$ cat src/rtl/tcg_ram.sv
`default_nettype none
module tcg_ram #(
	parameter int W = 8,
	parameter int D = 16
) (
	input  wire logic                                  clk,
	input  wire logic                                  we,
	input  wire logic [(D > 1 ? $clog2(D) : 1)-1:0]    waddr,
	input  wire logic [W-1:0]                          wdata,
	input  wire logic                                  re,
	input  wire logic [(D > 1 ? $clog2(D) : 1)-1:0]    raddr,
	output logic      [W-1:0]                          rdata
);
	logic [W-1:0] mem [D];

	always_ff @(posedge clk) begin
		if (we) begin
			mem[waddr] <= wdata;
		end
		if (re) begin
			rdata <= mem[raddr];
		end
	end
endmodule
`default_nettype wire

$ cat config.mk
export PLATFORM = sky130hd
export DESIGN_NAME = tcg_ram
export DESIGN_NICKNAME = d
export VERILOG_FILES = /design/src/rtl/tcg_ram.sv
export SDC_FILE = /design/constraint.sdc
export NUM_CORES = 1
export LEC_CHECK = 0
export BUFFER_PORTS_ARGS = -buffer_cell sky130_fd_sc_hd__clkbuf_2
export CAP_MARGIN = 20
export CORE_ASPECT_RATIO = 0.6
export CORE_MARGIN = 5
export CORE_UTILIZATION = 65
export DETAILED_ROUTE_END_ITERATION = 7
export GPL_TIMING_DRIVEN = 0
export PLACE_DENSITY = 0.84
export SLEW_MARGIN = 10
export SYNTH_ARGS = -nofsm -noshare
export SYNTH_HDL_FRONTEND = slang
export SYNTH_SLANG_ARGS = --single-unit
$ cat constraint.sdc
create_clock -name clk -period 6.18 [get_ports clk]
set_input_delay 1.545 -clock clk [delete_from_list [all_inputs] [get_ports clk]]
set_output_delay 1.545 -clock clk [all_outputs]
set_load 0.005 [all_outputs]
==> results of run 1 <==
-- per-stage QoR --
stage | total power, W | instance area (um2) | setup slack, ns | instances
2_1_floorplan | 0.00112 | 5230 | 3.14 | 229
3_3_place_gp | 0.00115 | 5490 | 2.53 | 362
3_5_place_dp | 0.00116 | 5510 | 2.84 | 363
4_1_cts | 0.00212 | 6080 | 3.31 | 395
5_1_grt | 0.00218 | 6080 | 3.28 | 395
6_report | 0.00211 | 6080 | 3.33 | 395
-- kinds of logic (layout without fill, tap and decap cells) --
| family | count (synthesis) | count (layout) | share of synthesized area, % |
|---|---|---|---|
| AO/OA/AOI/OAI | 16 | 16 | 2.30 |
| buffers and inverters | 10 | 68 | 1.65 |
| flip-flops | 136 | 136 | 78.1 |
| multiplexers | 32 | 32 | 14.8 |
| AND/OR/NAND/NOR | 35 | 35 | 3.14 |
-- cell type report --
type,count,area [um2],share of cell area [%]
Sequential cell,136,4080,67.2
Multi-Input combinational cell,83,1070,17.6
Clock buffer,21,440,7.25
Tap cell,108,135,2.22
Clock inverter,11,130,2.14
Timing Repair Buffer,26,130,2.14
Buffer,10,86.3,1.42
-- sequential cells by signal (all words and copies together), names as in the netlist --
signal / count
rdata: 8
mem: 128
-- critical path: stages --
cell and delay, ns:
sky130_fd_sc_hd__clkbuf_2 0.10, sky130_fd_sc_hd__or3b_2 0.52, sky130_fd_sc_hd__nor2_1 0.71
-- routing by layer --
| layer | global-route usage (%) | vias up | wire (um) |
|---|---|---|---|
| li1 | - | 1075 | - |
| met1 | 30.9 | 1257 | 4280 |
| met3 | 7.82 | 18 | 720 |
| met4 | 7.49 | 0 | 153 |
| met2 | 32.4 | 92 | 4400 |
| met5 | 0 | - | 0 |
-- final timing paths --
kind / end / slack [ns] / startpoint
setup / recovery: mem[3][1] / 3.33 / waddr[2]
hold / removal: rdata[0] / 0.76 / mem[4][0]
setup reg to reg: rdata[2] / 4.67 / mem[9][2]
hold reg to reg: rdata[0] / 0.76 / mem[4][0]
-- power groups by stage --
stage	logic, W	clock network (W)	registers (W)
after global placement	0.0000902	0	0.00106
after floorplan	0.0000524	0	0.00106
after CTS	0.0000936	0.000986	0.00105
after global routing	0.000102	0.00103	0.00105
after detailed placement	0.0000931	0	0.00106
final	0.0000926	0.000977	0.00104
-- placed cells by master, fill, tap and decap left out, types with 4 or more instances in the layout --
cell type	synthesis	final
sky130_fd_sc_hd__clkinv_2	0	5
sky130_fd_sc_hd__nor2_1	13	13
sky130_fd_sc_hd__nand2_1	9	9
sky130_fd_sc_hd__clkbuf_1	0	4
sky130_fd_sc_hd__mux4_2	18	18
sky130_fd_sc_hd__mux4_1	14	14
sky130_fd_sc_hd__clkbuf_16	0	17
sky130_fd_sc_hd__clkbuf_2	0	25
sky130_fd_sc_hd__buf_2	3	4
sky130_fd_sc_hd__edfxtp_1	136	136
sky130_fd_sc_hd__a22oi_1	16	16
==> results.txt, run 1 <==
- The worst-case IR drop observed on VDD is 0.000282 V.
- TritonCTS buffer count: 17
* Post-CTS Setup Inserts: 0
- The share of total power dissipated in combinational logic is 4.4%.
- On the final layout, the worst hold slack is 0.756 ns.
- The region available for standard cell placement spans 7850 um2.
* # Max-Cap Violations: 0
- Critical path start-end classification: primary input to register
- Counting every sink on the clock net gives 136.
- Sequential cell area fraction in the yosys report: between 70% and 80%
- I/O pins: 27
* Synth unique cells: 18
- Post-CTS clock slew at the launch and capture registers of the worst setup and hold paths: roughly 0.050 ns
* Clock tree from TritonCTS: done
* Number of antenna violations at the first check in global routing: 0
* Clock skew: between 0.005 and 0.006 ns
* Area added between synthesis and finish: 16.3%
- RSZ-0062 raised after global routing: no
- The number of pins with negative max-slew slack in the final report was 0.
- DIE WIDTH: 126 um
- Syn. warnings: 0
* Filler Cell Count: 399
* Maximum number of pins on one net before global-route repair: 17
- In this run the mean area of a mapped cell was approximately 23 um2.
* Fraction of layout instances using a drive strength above 1: between 20 and 30%
- For this run, the leading register cell type out of synthesis is sky130_fd_sc_hd__edfxtp_1.
- First-pass GRT wire length: ~15000 um
- Hold Crit Depth: 3
* IO buf count: 25
- Counting flops and latches in the post-synthesis netlist gives 136.
- Synthesis produced a netlist with a net count of 248.
- Measured against its own limit, the worst slew margin works out to roughly two fifths.
* Status: finished clean
- Cells fill between 70% and 80% of the core in the end.
- Number of standard cells after synthesis: about 230
* Number of buffers between clock root and the deepest sink: 2
* Tot GR Track Use: 21.9%
- Net count reported at finish: 293
* Later-pin clock latency in the skew report: 0.41 ns
- In the post-synthesis netlist, the biggest area contributors are sky130_fd_sc_hd__edfxtp_1 (78%), sky130_fd_sc_hd__mux4_2 (7.8%), sky130_fd_sc_hd__mux4_1 (7.0%), sky130_fd_sc_hd__a22oi_1 (2.3%), sky130_fd_sc_hd__nor2_1 (0.93%).
- The number of hold buffers added after CTS was 0.
- Initial standard-cell utilization of the core: between 60 and 70%
- The via count of the first global-routing pass is between 2000 and 3000.
- Drt initial violations: roughly 250
- After global routing the overflow that remains totals 0.
- Sequential power share: around 50%
- Actual slew at the worst max-slew pin: just over 0.9 ns
- The congestion estimate from routability-driven global placement came to between 0.7 and 0.8.
* Int Pwr: around 0.0017 W
* Routed wire length: 9560 um
- Counting I/O delays and the setup requirement, the final critical path takes 2.85 ns.
- The first TritonRoute pass finished after 5 iterations.
- Counting flops with a built-in enable in the synthesized netlist gives between 100 and 150.
- The clock network burns between 40 and 50% of the power.
* Max Clock Freq: 0.351 GHz
* Mean number of vias per cell: 6.18
- Die footprint: 9990 um2
* Die height: roughly 80 um
* CP Data Arrival Time: around 2.9 ns
- After synthesis, the share of flip-flops with an asynchronous set or reset is 0%.
- The worst register-to-register path has a depth of 3.
- In the final timing run, aggregate negative setup slack is 0 ns.
- Top fanout value on the critical path: 8
- The synthesized netlist occupies a cell area of ~5200 um2.
- STA classifies the critical path endpoint as a register.
- Number of antenna-violating nets in the routed design: 0
- The synthesized design devotes to its leading area cell type 78.1% of total area.
* Static leakage: around 2 nW
- Sum of net half-perimeters after detailed placement: between 6000 and 7000 um
* Leading cell types by count after synthesis: sky130_fd_sc_hd__edfxtp_1 (136), sky130_fd_sc_hd__mux4_2 (18), sky130_fd_sc_hd__a22oi_1 (16), sky130_fd_sc_hd__mux4_1 (14), sky130_fd_sc_hd__nor2_1 (13)
- Mean routed wirelength per cell: between 20 and 25 um
* Std cell rows: 25
- In this run the worst hold path is classified as register to register.
* Number of antenna diodes: 0
- Setup violations remaining at the end of the flow were counted as 0.
* Period Utilization, post-route: 46.1%
- Post-CTS repair changed the size of 0 cells.
- Worst Setup Start Kind: primary input
- Hold Violations, Final: 0
- Maximum level of the CTS H-tree: 4
* Library cell occupying the most area in the post-synthesis netlist: sky130_fd_sc_hd__edfxtp_1
- Clock Root Buffer: sky130_fd_sc_hd__clkbuf_16
- For this design the ratio of total power to cell area is 348 nW/um2.
- Net switching power: approximately 0.0004 W
- By instance count, the leading cell after synthesis is sky130_fd_sc_hd__edfxtp_1.
- The routed layout has approximately 2400 vias.
* Required time reported for the critical path endpoint: just over 6 ns
* Switching fraction of total power: between 15 and 20%
- DRC violations left: 0
Power figures use the tool's default switching activity.
==> inputs of run 2 (changes only) <==
Settings changed: CORE_UTILIZATION 65 to 54, PLACE_DENSITY 0.84 to 0.74.
Clock period 6.18 ns to 2.3 ns, I/O delays scaled along.
==> run 2 against run 1 <==
  * Count of clock-buffer cells in the layout fell by 1
  * Sequential power grew to 2.7 times the previous value
  * Wire length increased by 3.9%
  * Sequential share of layout area shrank 0.29 points
  * Clock power rose to 2.7 times the previous value
  * Highest routed layer unchanged
  * Final cell count up 5.3%
  * Largest power group unchanged
  * Non-clock buffer count down 1
==> results.txt, run 2 (synthesized netlist as in run 1, its figures left out) <==
- The capture point of the worst path is mem[2][7] (was mem[3][1]).
- Launching instance or port of the critical path: waddr[2] (unchanged)
- The total number of vias was 2464 (was 2442).
* Most frequent standard cell in the layout excluding fill and tap cells: sky130_fd_sc_hd__edfxtp_1 (unchanged)
* Clock tree from TritonCTS: done (unchanged)
* RSZ-0062 raised after global routing: no (unchanged)
* Worst stage delay on the critical path: 0.75 ns (was 0.71 ns)
- The total wirelength of the detailed-routed design is 9930 um (was 9560 um).
* Status: finished clean (unchanged)
- Critical R2R Launch: mem[0][5] (was mem[9][2])
- The core footprint was 9320 um2 (was 7850 um2).
- Final-report max-slew violation count: 0 (unchanged)
- The aggregate global routing overflow was 0 (unchanged).
- Critical path start-end classification: primary input to register (unchanged)
* Largest registers in the final layout: mem: 128 flops, rdata: 8 flops (unchanged)
* Initial standard-cell utilization of the core: 56.1% (was 66.6%)
- The number of DRC violations after detailed routing is 0 (unchanged).
* Mean number of vias per cell: 5.92 (was 6.18)
- Top fanout value on the critical path: 8 (unchanged)
- The smallest clock period supported by the final layout is computed as roughly 1.9 ns.
- The area enclosed by the die boundary was 11800 um2 (was 9990 um2).
* Sequence of cells on the critical path: clkbuf_2 > or3b_2 > nor2_1 (unchanged)
- Post-CTS clock slew at the launch and capture registers of the worst setup and hold paths: 0.05 ns (about the same)
* Actual slew at the worst max-slew pin: 0.965 ns (was 0.911 ns)
- TritonCTS buffer count: 17 (unchanged)
- The worst path uses 84.1% of the clock period.
- The remaining antenna violation count after routing is 0 (unchanged).
- The number of H-tree branching levels was 4 (unchanged).
* Clock skew: 0.00448 ns (was 0.00517 ns)
* Die height: 86.2 um (was 79.5 um)
- # resized after CTS: 0 (unchanged)
* DIE WIDTH: 137 um (was 126 um)
- Final count of negative-setup-slack endpoints: 0 (unchanged)
* Mean routed wirelength per cell: 23.9 um (was 24.2 um)
- Fraction of layout instances using a drive strength above 1: 29.0% (was 29.3%)
- The max-cap violation count was 0 (unchanged).
- Clock sink count: 136 (unchanged)
- The final net count was 292 (was 293).
- Number of antenna diodes: 0 (unchanged)
- Tot GR Track Use: 18.4% (was 21.9%)
- Via count of the first global-routing pass: 2539 (was 2602)
* Worst hold path class: primary input to register (was register to register)
- The worst ir drop on vdd came to 0.000539 V (was 0.000282 V).
- The number of failing hold endpoints at the final stage came to 0 (unchanged).
* CP Data Arrival Time: 1.97 ns (was 2.88 ns)
- The layout overhead on the synthesized area was 16.8% (was 16.3%).
- Reg-to-reg setup timing slack: 0.82 ns (was 4.67 ns)
- The HPWL after detailed placement was 6450 um (was 6220 um).
- Top library cells by usage in the layout, fill and taps aside: sky130_fd_sc_hd__edfxtp_1 (136), sky130_fd_sc_hd__clkbuf_2 (25), sky130_fd_sc_hd__mux4_2 (18), sky130_fd_sc_hd__clkbuf_16 (17), sky130_fd_sc_hd__a22oi_1 (16) (unchanged)
* Number of buffers between clock root and the deepest sink: 2 (unchanged)
* Flip-flop count of the largest register after layout: 128 (unchanged)
* Max Clock Freq: 0.517 GHz
* Routability Congestion: 0.767 (was 0.771)
- The largest register by flop count is mem (unchanged).
* Required time reported for the critical path endpoint: 2.33 ns (was 6.21 ns)
- Final cell utilization of the core: 65.5% (was 77.4%)
- Number of antenna violations at the first check in global routing: 0 (unchanged)
* Clock Root Buffer: sky130_fd_sc_hd__clkbuf_16 (unchanged)
* Drt initial violations: 227 (was 246)
* Post-CTS Setup Inserts: 0 (unchanged)
* Worst rel slew slack: 35.4% (was 39.0%)
- Std cell rows: 27 (was 25)
- The endpoint type of the worst setup path is a register (unchanged).
* Hold Crit Depth: 1 (was 3)
* Worst Setup Start Kind: primary input (unchanged)
- The total placed cells including tap cells was 384 (was 363).
- Power density over the cells: 931 nW/um2 (was 348 nW/um2)
* Post-layout instance area: 6100 um2 (was 6080 um2)
- The pin count of the biggest net entering global routing was 17 (unchanged).
- IO buf count: 25 (unchanged)
- The slowest library cell on the worst path is sky130_fd_sc_hd__nor2_1 (unchanged).
- Pre-antenna DRT Iters: 4 (was 5)
- The insertion delay to the later sink of the worst-skew pair is 0.41 ns (about the same).
- Final instance count without filler cells: 416 (was 395)
* Worst r2r dst: rdata[5] (was rdata[2])
- The number of top-level pins came to 27 (unchanged).
* Static leakage: 2.04 nW (was 2.05 nW)
- First-pass GRT wire length: 15000 um (was 15200 um)
* Cell area reported after detailed placement: 5540 um2 (was 5510 um2)
- The depth of the most critical reg-to-reg path was 3 (unchanged).
* Number of buffers added to fix hold violations after cts: 0 (unchanged)
## run 2: cell types whose count changed in the layout (fill, tap and decap cells not counted), sizes merged
cell	before	now
buf	8	7
clkbuf	46	45
clkinv	7	8
## run 2: per-stage QoR
step	hold slack [ns]	setup WS, ns	setup TNS, ns	total power (W)
2_1_floorplan	0.674	0.232	0	0.00300
3_3_place_gp	0.737	-0.425	-4.95	0.00310
3_5_place_dp	0.746	-0.0741	-0.781	0.00311
4_1_cts	0.571	0.369	0	0.00572
5_1_grt	0.577	0.285	0	0.00585
6_report	0.577	0.366	0	0.00569
## run 2: critical path: cells and delay by family
family,cells,cell delay (ns)
and+or+nand+nor,2,1.28
buffers and inverters,1,0.11
## run 2: worst min-delay path by stage
stage / slack, ns / start / endpoint
floorplan: 0.67 / wdata[0] / mem[0][0]
global placement: 0.74 / mem[15][4] / rdata[4]
detailed placement: 0.75 / mem[14][4] / rdata[4]
CTS: 0.57 / re / rdata[6]
global route: 0.58 / re / rdata[3]
finish: 0.58 / re / rdata[6]
## run 2: metal layers
layer | global-route usage, % | part of all wire (%)
met4 | 7.07 | 1.4
met2 | 25.2 | 44
met5 | 0 | 0
met1 | 28.2 | 48
met3 | 5.39 | 7.0
## run 2: power breakdown
group	leakage [nW]	total, W	switching, W	internal [W]
clock	0.277	0.00262	0.000946	0.00168
sequential	1.24	0.00281	0.0000127	0.00279
combinational	0.527	0.000255	0.000148	0.000107
## run 2: layout make-up
class | count | area (um2)
clock inverters | 12 | 133
well taps | 130 | 163
repair buffers | 25 | 125
plain buffers | 10 | 86.3
clock buffers | 20 | 437
multi-input cells | 83 | 1080
fillers | 624 | 3220
flip-flops and latches | 136 | 4080
